--- src/kwss_pkg.sv ---
// ----------------------------------------------------------------------------
// kwss_pkg: shared types and constants of the keyword spam scorer
// Command codes, field widths, table sizes and the queue entry between
// front and back.
// ----------------------------------------------------------------------------
package kwss_pkg;

    localparam int CMD_W    = 2;
    localparam int SLOT_W   = 4;
    localparam int POS_W    = 4;
    localparam int BYTE_W   = 8;
    localparam int PTS_W    = 16;
    localparam int SCORE_W  = 20;
    localparam int THRESH_W = 31;

    // Table size, tied to the slot and position field widths
    localparam int WORDS    = 16;
    localparam int MAX_LEN  = 16;

    typedef enum logic [CMD_W-1:0] {
        CMD_CLEAR = 2'd0,
        CMD_LOAD  = 2'd1,
        CMD_MSG   = 2'd2,
        CMD_NONE  = 2'd3
    } t_cmd;

    // One item as classified by the front end
    typedef struct packed {
        t_cmd               cmd;
        logic [SLOT_W-1:0]  slot;
        logic [POS_W-1:0]   char_pos;
        logic [BYTE_W-1:0]  data_byte;
        logic               last;
        logic [PTS_W-1:0]   points;
    } t_item;

    // Fold 'A'..'Z' onto 'a'..'z', pass every other byte
    function automatic logic [BYTE_W-1:0] to_lower(input logic [BYTE_W-1:0] b);
        logic [BYTE_W-1:0] r;
        r = b;
        if (b >= 8'h41 && b <= 8'h5A) begin
            r = b + 8'h20;
        end
        return r;
    endfunction

endpackage

--- src/kwss_front.sv ---
// ----------------------------------------------------------------------------
// kwss_front: input stage and item queue
// Lowercase the byte, drop ignored items and hold accepted ones in a
// small queue for the back end.
// ----------------------------------------------------------------------------
module kwss_front (
    input  logic                          i_clk,
    input  logic                          i_rst_n,
    input  logic                          i_push,
    output logic                          o_full,
    input  kwss_pkg::t_item               i_item,
    output logic                          o_valid,
    output kwss_pkg::t_item               o_item,
    input  logic                          i_take
);
    localparam int DEPTH   = 4;
    localparam int WORDS   = kwss_pkg::WORDS;
    localparam int MAX_LEN = kwss_pkg::MAX_LEN;

    kwss_pkg::t_item  r_q [DEPTH];
    logic [1:0]       r_wp, r_rp;
    logic [2:0]       r_cnt;
    logic             keep;
    kwss_pkg::t_item  cls;
    logic             wr, rd;

    // Classify: lowercase, and keep only items that change state
    always_comb begin
        cls = i_item;
        cls.data_byte = kwss_pkg::to_lower(i_item.data_byte);
        keep = 1'b1;
        case (i_item.cmd)
            kwss_pkg::CMD_LOAD: keep = ({1'b0, i_item.slot} < 5'(WORDS))
                                   && ({1'b0, i_item.char_pos} < 5'(MAX_LEN));
            kwss_pkg::CMD_NONE: keep = 1'b0;
            default:            keep = 1'b1;
        endcase
    end

    assign o_full  = (r_cnt == 3'(DEPTH));
    assign o_valid = (r_cnt != 3'd0);
    assign o_item  = r_q[r_rp];
    assign wr      = i_push && !o_full && keep;
    assign rd      = i_take && o_valid;

    // Advance pointers and count
    always_ff @(posedge i_clk) begin
        if (!i_rst_n) begin
            r_wp  <= '0;
            r_rp  <= '0;
            r_cnt <= '0;
        end else begin
            if (wr) r_wp <= r_wp + 2'd1;
            if (rd) r_rp <= r_rp + 2'd1;
            r_cnt <= r_cnt + 3'(wr) - 3'(rd);
        end
    end

    // Hold the queue payload
    always_ff @(posedge i_clk) begin
        if (wr) r_q[r_wp] <= cls;
    end
endmodule

--- config.mk ---
export PLATFORM = sky130hd
export DESIGN_NAME = kwss_front
export DESIGN_NICKNAME = d
export VERILOG_FILES = /design/src/kwss_pkg.sv /design/src/kwss_front.sv
export SDC_FILE = /design/constraint.sdc
export NUM_CORES = 1
export LEC_CHECK = 0
export BUFFER_PORTS_ARGS = -buffer_cell sky130_fd_sc_hd__buf_2
export CAP_MARGIN = 30
export CORE_MARGIN = 3
export CORE_UTILIZATION = 45
export CTS_CLUSTER_SIZE = 30
export DETAILED_ROUTE_END_ITERATION = 6
export GPL_TIMING_DRIVEN = 0
export MAX_ROUTING_LAYER = met4
export PLACE_DENSITY = 0.7
export SYNTH_ARGS = -nofsm -noshare
export SYNTH_HDL_FRONTEND = slang
export SYNTH_SLANG_ARGS = --single-unit
--- constraint.sdc ---
create_clock -name i_clk -period 2.6 [get_ports i_clk]
set_input_delay 0.13 -clock i_clk [delete_from_list [all_inputs] [get_ports i_clk]]
set_output_delay 0.13 -clock i_clk [all_outputs]
set_load 0.01 [all_outputs]
==> impl_metrics.toml, run 1 <==
[clock_tree]
clk_latency_ps = 410
cts_buffers = 17
cts_root_buffer = "clkbuf_16"
numClockSinks = 149
cts_setup_buffers = 0
cts.path.max_buffers = 2
clk_pin_slew_worst_paths_ps = 50
htreeDepth = 4
cts_tree = "yes"

[min_path]
holdPathEnd = "r_q[3][22]$_DFFE_PP_"
min_path_cells = 2
hp-class = "in2reg"
worstHoldStart = "i_item[22]"

[critical_path]
start_kind = "flop"
arrival_ps = 2600
r2r-end = "r_cnt[2]$_SDFF_PN0_"
ff2ff_setup_slack_ps = 300
slowest_delay_ps = 400
crit_type = "reg2reg"
worstSetupEndpointType = "flop"
cp_cell_sequence = "or3b_1 -> buf_6 -> clkinv_8 -> nor2_1 -> inv_1 -> ha_1 -> inv_1 -> ha_1 -> fa_1 -> xnor2_1 -> xnor2_1 -> and2_1"
cp_slowest_cell = "dfxtp_1"
reg2reg_depth = 12
r2r_start = "r_cnt[2]$_SDFF_PN0_"
crit_required_ps = 2900
critPathMaxFanout = 7

[sta]
maxSlewHeadroom = 0.369
finalHoldWorstSlack_ps = 120
worst_pin_slew_ps = 947
setup_viol = 0
slew_violations = 0
min_period_ps = 2300
skew_ps = 12.5
period_share = 0.884
rsz0062_at_grt = "false"
hold_viol_final = 0
setup_tns_ps = 0
clock.fmax_mhz = 435

[floorplanning]
start_util = 0.466
fp.dieH_um = 118
rows = 40
design.core.area_um2 = 12200
die_area_um2 = 14000
io_pins = 76
die_x_um = 118

[route]
drt-vias-per-instance = 4.99
remaining_drc_errors = 0
routed_wl_um = 9610
drt-initial-drc-count = 203
wl_per_cell_um = 17.3
ant_nets = 0
first_pass_iters = 4
vias = 2773

[pwr]
powerDensity_nw_per_um2 = 919
p_leak_nw = 2.53
ir_worst_vdd_uv = 481

[yosys]
synth_common_cells = "140 x edfxtp_1, 25 x mux4_2, 10 x mux4_1, 9 x dfxtp_1"
yosysMostFrequentCell = "edfxtp_1"
ys_top_cells_by_area = "edfxtp_1 74%, mux4_2 9.9%, mux4_1 4.6%, dfxtp_1 3.2%, ha_1 1.5%"
synth_top_flop_cell = "edfxtp_1"
synthDominantCellAreaShare = 0.738
async_flop_share = 0
ys_seq_area_frac = 0.770
netlist_area_um2 = 5690
synthesis.nets = 293
synth-edff-count = 140
synthCells = 246
avgSynthCellArea_um2 = 23.1
yosysTopAreaCell = "edfxtp_1"
synth_seq_cells = 149
yosysWarnings = 0
yosysUniqueCellTypes = 33

[job]
maxCapViolCount = 0

[global_route]
grt_pass1_wl_um = 15300
antenna_found_initial = 0
gr-total-overflow = 0
grt_max_degree = 36
grt_usage = 0.151
grt_pass1_vias = 2895

[place]
routabilityCongestion = 0.692
dp_hpwl_um = 5720
place.port_buffers = 75

[outcome]
outcome = "finished, final reports clean"

[layout]
area_delta_synth_final_pct = 26.9
insertedDiodeCount = 0
drive_above_1_share = 0.376
nNetsFinal = 422
cells by family after synthesis:
group	synth area share
adders and majority gates	0.0189
muxes	0.145
and+or+nand+nor	0.0204
buffers and inverters	0.0207
xor gates and xnor gates	0.00615
DFF	0.770
AOI/OAI and AO/OA	0.0189
what timing repair did:
item | CTS | global route
hold endpoints to repair | 131 | 0
hold buffers | 33 | 0
resized for setup | 0 | 0
endpoints found under the setup margin | 0 | 0
critical path: cells and delay by family (launching register included):
family                   cells  cell delay, ps
buffers and inverters        4             290
adder cells (fa/ha/maj)      3             680
flip-flops                   1             400
AND/OR/NAND/NOR              3             560
XOR/XNOR                     2             270
per-stage QoR:
step,instance area (um^2),total power [W],util,setup slack (ps),cells
floorplan,5690,0.00386,-,414,246
global placement,6280,0.00430,0.514,325,489
detailed placement,6280,0.00433,0.514,288,489
CTS,7180,0.00671,0.588,275,554
global route,7220,0.00695,0.591,157,556
finish,7220,0.00664,0.591,301,556
layer usage:
metal,vias to the layer above,track usage,part of all wire
li1,1288,-,-
met1,1396,0.189,0.43
met2,77,0.230,0.50
met3,12,0.0507,0.053
met4,0,0.0572,0.015
met5,-,-,0
layout by cell type, fill, tap and decap left out, types with 4 or more instances in the layout:
cell type and count:
buf_2 78, mux4_1 10, nor2_1 5, dfxtp_1 9, and3_2 4, mux4_2 25, buf_6 5, clkbuf_1 4
clkbuf_16 17, clkinv_1 4, edfxtp_1 140, dlygate4sd3_1 33, inv_1 7, ha_1 7
registers in the layout, summed over array words and instances (netlist names), named ones only:
| name | flops |
|---|---|
| r_cnt | 3 |
| r_wp | 2 |
| r_rp | 2 |
| r_q | 140 |
report_power, final:
part	switching, W	internal [W]
clock	0.000855	0.00149
combinational	0.000684	0.000732
sequential	0.0000575	0.00282
total	0.00160	0.00504
worst max path at each step:
| stage | start | endpoint | slack (ps) | cells past startpoint |
|---|---|---|---|---|
| after floorplan | r_cnt[2]$_SDFF_PN0_ | r_cnt[2]$_SDFF_PN0_ | 410 | 12 |
| final | r_cnt[2]$_SDFF_PN0_ | r_cnt[2]$_SDFF_PN0_ | 300 | 12 |
| after detailed placement | r_cnt[2]$_SDFF_PN0_ | r_cnt[2]$_SDFF_PN0_ | 290 | 12 |
| after global routing | r_cnt[2]$_SDFF_PN0_ | r_cnt[2]$_SDFF_PN0_ | 160 | 12 |
| after CTS | r_cnt[2]$_SDFF_PN0_ | r_cnt[2]$_SDFF_PN0_ | 270 | 12 |
| after global placement | r_cnt[2]$_SDFF_PN0_ | r_cnt[2]$_SDFF_PN0_ | 320 | 12 |
area by class of cell:
cell class | count | area [um^2]
Fill cell | 922 | 4990
Sequential cell | 149 | 4380
Multi-Input combinational cell | 80 | 1190
Timing Repair Buffer | 110 | 746
Clock buffer | 20 | 437
Tap cell | 168 | 210
Clock inverter | 12 | 136
Buffer | 9 | 75.1
Inverter | 8 | 42.5
No activity file was read; power rests on OpenSTA's default activity.
==> run 2: changes to the inputs <==
REMOVE_ABC_BUFFERS = 1   (was unset)
==> run 2 against run 1 <==
  * Final cell count down 1.1%
  * Cell area down 0.10%
  * Combinational power down 6%
  * Critical path type unchanged
  * Critical endpoint unchanged
  * Highest routed layer unchanged
==> impl_metrics.toml, run 2 (synthesized netlist as in run 1, its figures left out) <==
[layout]
layout_common_cells = "140 x edfxtp_1, 75 x buf_2, 33 x dlygate4sd3_1, 25 x mux4_2, 17 x clkbuf_16"
layout_commonest_cell = "edfxtp_1"
finalInstanceArea_um2 = 7220
nNetsFinal = 416
drive_above_1_share = 0.377
utilization = 0.591
largestRegisters = "r_q x140, r_cnt x3"
largest_register_ff_count = 140
insertedDiodeCount = 0
regMostFlops = "r_q"
area_delta_synth_final_pct = 26.7

[floorplanning]
design.core.area_um2 = 12200
die_x_um = 118
fp.dieH_um = 118
die_area_um2 = 14000
start_util = 0.466
rows = 40
io_pins = 76

[route]
ant_nets = 0
drt-vias-per-instance = 5.01
first_pass_iters = 4
wl_per_cell_um = 17.8
routed_wl_um = 9800
drt-initial-drc-count = 277
vias = 2755
remaining_drc_errors = 0

[critical_path]
start_kind = "flop"
crit_required_ps = 2900
crit_type = "reg2reg"
arrival_ps = 2710
cp_slowest_cell = "dfxtp_1"
crit_family = "adder cells"
cp_cell_sequence = "or3b_1 -> clkinv_8 -> nor2_1 -> inv_1 -> ha_1 -> inv_1 -> ha_1 -> fa_1 -> xnor2_1 -> xnor2_1 -> and2_1"
worst-path-buf-inv = 3
critPathMaxFanout = 7
slowest_delay_ps = 390
worstSetupEndpointType = "flop"

[sta]
finalHoldWorstSlack_ps = 111
skew_ps = 7.12
setup_viol = 0
maxSlewHeadroom = 0.371
setup_tns_ps = 0
worst_pin_slew_ps = 944
slew_violations = 0
rsz0062_at_grt = "false"
setup_ws_ps = 198
clock.fmax_mhz = 416
min_period_ps = 2400
hold_viol_final = 0
period_share = 0.924

[pwr]
power.switching_w = 0.00160
powerDensity_nw_per_um2 = 916
p_leak_nw = 2.51
p_int_w = 0.00500
clkPwrFrac = 0.355
pwr-share-seq = 0.443
comb_power_share = 0.202
ir_worst_vdd_uv = 450
swShare = 0.243

[global_route]
grt_pass1_vias = 2881
grt_max_degree = 36
gr-total-overflow = 0
antenna_found_initial = 0
grt_pass1_wl_um = 15600
grt_usage = 0.155

[place]
dp_slack_ps = 226
dp_hpwl_um = 5570
routabilityCongestion = 0.730
place.port_buffers = 75
place_area_um2 = 6290

[clock_tree]
clk_latency_ps = 410
clk_pin_slew_worst_paths_ps = 60
cts_tree = "yes"
cts_buffers = 17
htreeDepth = 4
cts_root_buffer = "clkbuf_16"
cts.path.max_buffers = 2
numClockSinks = 149

[job]
maxCapViolCount = 0

[min_path]
hp-class = "in2reg"

[outcome]
outcome = "finished, final reports clean"
## run 2: worst register-to-register path: cells and delay by family, from the launching register on
kind	cells	cell delay, ps
xor+xnor	2	280
fa+ha+maj	3	820
buf+inv	3	180
flops	1	390
simple gates	3	640
## run 2: final timing paths
kind / start / endpoint / slack [ps] / depth (start not counted)
worst max register to register: r_cnt[1]$_SDFF_PN0_ / r_cnt[2]$_SDFF_PN0_ / 200 / 11
worst min register to register: r_wp[1]$_SDFFE_PN0P_ / r_wp[1]$_SDFFE_PN0P_ / 520 / 2
worst min-delay path: i_item[24] / r_q[1][24]$_DFFE_PP_ / 110 / 2
worst max-delay path: r_cnt[1]$_SDFF_PN0_ / r_cnt[2]$_SDFF_PN0_ / 200 / 11
## run 2: power groups by stage
stage	Combinational, W	Sequential (W)	Clock, W
final	0.00134	0.00293	0.00234
after global routing	0.00146	0.00295	0.00250
after CTS	0.00137	0.00294	0.00239
after detailed placement	0.00132	0.00299	0
after global placement	0.00114	0.00310	0
after floorplan	0.000757	0.00302	0
## run 2: area by class of cell
cell class	count	area [um^2]
clock inverters	14	141
clock buffers	18	429
inverters	8	42.5
fillers	915	5000
flip-flops and latches	149	4390
well taps	168	210
repair buffers	113	813
multi-input cells	80	1190
## run 2: per-layer routing
layer | GRT usage | vias up | part of all wire
met5 | - | - | 0
met2 | 0.237 | 76 | 0.50
met3 | 0.0450 | 16 | 0.041
met4 | 0.0652 | 0 | 0.020
met1 | 0.196 | 1385 | 0.44
li1 | - | 1278 | -
## run 2: what timing repair did
item	in CTS	in global routing
endpoints found under the setup margin	0	0
setup buffers	0	0
endpoints found under the hold margin	131	0
hold buffers	33	0
gates resized for setup	0	0
## run 2: metrics by stage
stage | instances | total power, W
after CTS | 549 | 0.00669
final | 550 | 0.00661
after floorplan | 237 | 0.00378
after global routing | 550 | 0.00691
after detailed placement | 484 | 0.00431
after global placement | 480 | 0.00424
==> run 3: changes to the inputs <==
CORE_UTILIZATION = 48   (was 45)
PLACE_DENSITY = 0.73   (was 0.7)
==> run 3 against run 2 <==
  * Critical path depth is the same
  * Sequential power about the same
  * Total power down 2.2%
  * Hold slack got worse by 11 ps
  * Clock skew fell by 0.62 ps
  * Register-to-register slack better by 30 ps
  * Largest cell class unchanged
==> impl_metrics.toml, run 3 (synthesized netlist as in run 1, its figures left out) <==
[clock_tree]
clk_latency_ps = 410
clk_pin_slew_worst_paths_ps = 60
cts.path.max_buffers = 2
cts_setup_buffers = 0
htreeDepth = 4
cts_buffers = 17
cts_root_buffer = "clkbuf_16"
cts_tree = "yes"
numClockSinks = 149

[route]
vias = 2753
routed_wl_um = 9850
remaining_drc_errors = 0
wl_per_cell_um = 18.8
ant_nets = 0
first_pass_iters = 4
drt-vias-per-instance = 5.26
drt-initial-drc-count = 230

[floorplanning]
die_x_um = 115
die_area_um2 = 13200
fp.dieH_um = 115
start_util = 0.494
design.core.area_um2 = 11500
io_pins = 76
rows = 39

[critical_path]
crit_type = "reg2reg"
critPathMaxFanout = 7
arrival_ps = 2670
r2r_start = "r_cnt[2]$_SDFF_PN0_"
start_kind = "flop"
crit_start = "r_cnt[2]$_SDFF_PN0_"
worstSetupEndpointType = "flop"
crit_required_ps = 2900

[layout]
utilization = 0.617
layout_commonest_cell = "edfxtp_1"
largestRegisters = "r_q x140, r_cnt x3"
drive_above_1_share = 0.382
regMostFlops = "r_q"
nNetsFinal = 414
area_delta_synth_final_pct = 24.8
insertedDiodeCount = 0
fillCellCount = 825
largest_register_ff_count = 140
layout_common_cells = "140 x edfxtp_1, 75 x buf_2, 33 x dlygate4sd3_1, 25 x mux4_2, 17 x clkbuf_16"

[global_route]
grt_max_degree = 36
grt_usage = 0.167
grt_pass1_vias = 2961
gr-total-overflow = 0
antenna_found_initial = 0
grt_pass1_wl_um = 15500

[sta]
period_share = 0.911
clock.fmax_mhz = 422
setup_ws_ps = 231
setup_tns_ps = 0
skew_ps = 6.50
worst_pin_slew_ps = 942
maxSlewHeadroom = 0.372
min_period_ps = 2370
setup_viol = 0
rsz0062_at_grt = "false"
slew_violations = 0
hold_viol_final = 0

[place]
dp_hpwl_um = 5550
routabilityCongestion = 0.719
place.port_buffers = 75
dp_slack_ps = 220

[pwr]
pwr-share-seq = 0.457
total_power_w = 0.00646
comb_power_share = 0.201
p_int_w = 0.00482
p_leak_nw = 2.46
powerDensity_nw_per_um2 = 909
ir_worst_vdd_uv = 490
clkPwrFrac = 0.342
swShare = 0.255
power.switching_w = 0.00165

[job]
maxCapViolCount = 0

[min_path]
hp-class = "in2reg"
worstHoldStart = "i_item[24]"

[outcome]
outcome = "finished, final reports clean"
-- run 3: cell count changes in the layout (fill, tap and decap cells not counted), sizes merged --
| cell | previous run | this run |
|---|---|---|
| bufinv | 3 | 1 |
| clkinvlp | 1 | 5 |
| buf | 80 | 78 |
| inv | 7 | 8 |
| clkinv | 11 | 8 |
-- run 3: critical path: stages (launching register included) --
cell and delay [ps]:
dfxtp_1 350, or3b_1 410, clkinv_8 90, nor2_1 110, inv_1 50, ha_1 260
inv_1 40, ha_1 180, fa_1 370, xnor2_1 140, xnor2_1 120, and2_1 150
-- run 3: worst paths after layout --
check	end	slack [ps]	cells past startpoint
worst min register to register	r_wp[0]$_SDFFE_PN0P_	520	2
worst max-delay path	r_cnt[2]$_SDFF_PN0_	230	11
worst max register to register	r_cnt[2]$_SDFF_PN0_	230	11
worst min-delay path	r_q[1][24]$_DFFE_PP_	100	2
-- run 3: power by group through the flow --
stage | sequential, W | clock [W] | combinational, W
after floorplan | 0.00302 | 0 | 0.000757
after global placement | 0.00310 | 0 | 0.00113
after detailed placement | 0.00301 | 0 | 0.00128
after CTS | 0.00296 | 0.00227 | 0.00132
after global routing | 0.00298 | 0.00239 | 0.00142
final | 0.00295 | 0.00221 | 0.00130
-- run 3: cell type report --
cell class,instances,area (um^2),share of cell area
Clock buffer,18,429,0.0604
Sequential cell,149,4390,0.617
Clock inverter,14,113,0.0158
Inverter,8,42.5,0.00598
Timing Repair Buffer,111,766,0.108
Tap cell,143,179,0.0252
Multi-Input combinational cell,80,1190,0.168
-- run 3: layer usage --
layer  track usage  up-vias  share of wire
met5             -        -              0
met3        0.0458       12          0.036
met2         0.265       66           0.51
met1         0.205     1400           0.44
li1              -     1275              -
met4        0.0665        0          0.014
-- run 3: repair_timing --
action	4_1_cts	5_1_grt
resized for setup	0	0
endpoints found under the hold margin	131	0
endpoints found under the setup margin	0	0
hold buffers	33	0
-- run 3: through the flow --
stage / hold WS [ps] / cells / cell area [um^2]
2_1_floorplan: 229 / 237 / 5620
5_1_grt: 123 / 523 / 7110
3_3_place_gp: 340 / 455 / 6170
4_1_cts: 77.7 / 522 / 7090
3_5_place_dp: 349 / 457 / 6220
6_report: 99.2 / 523 / 7110
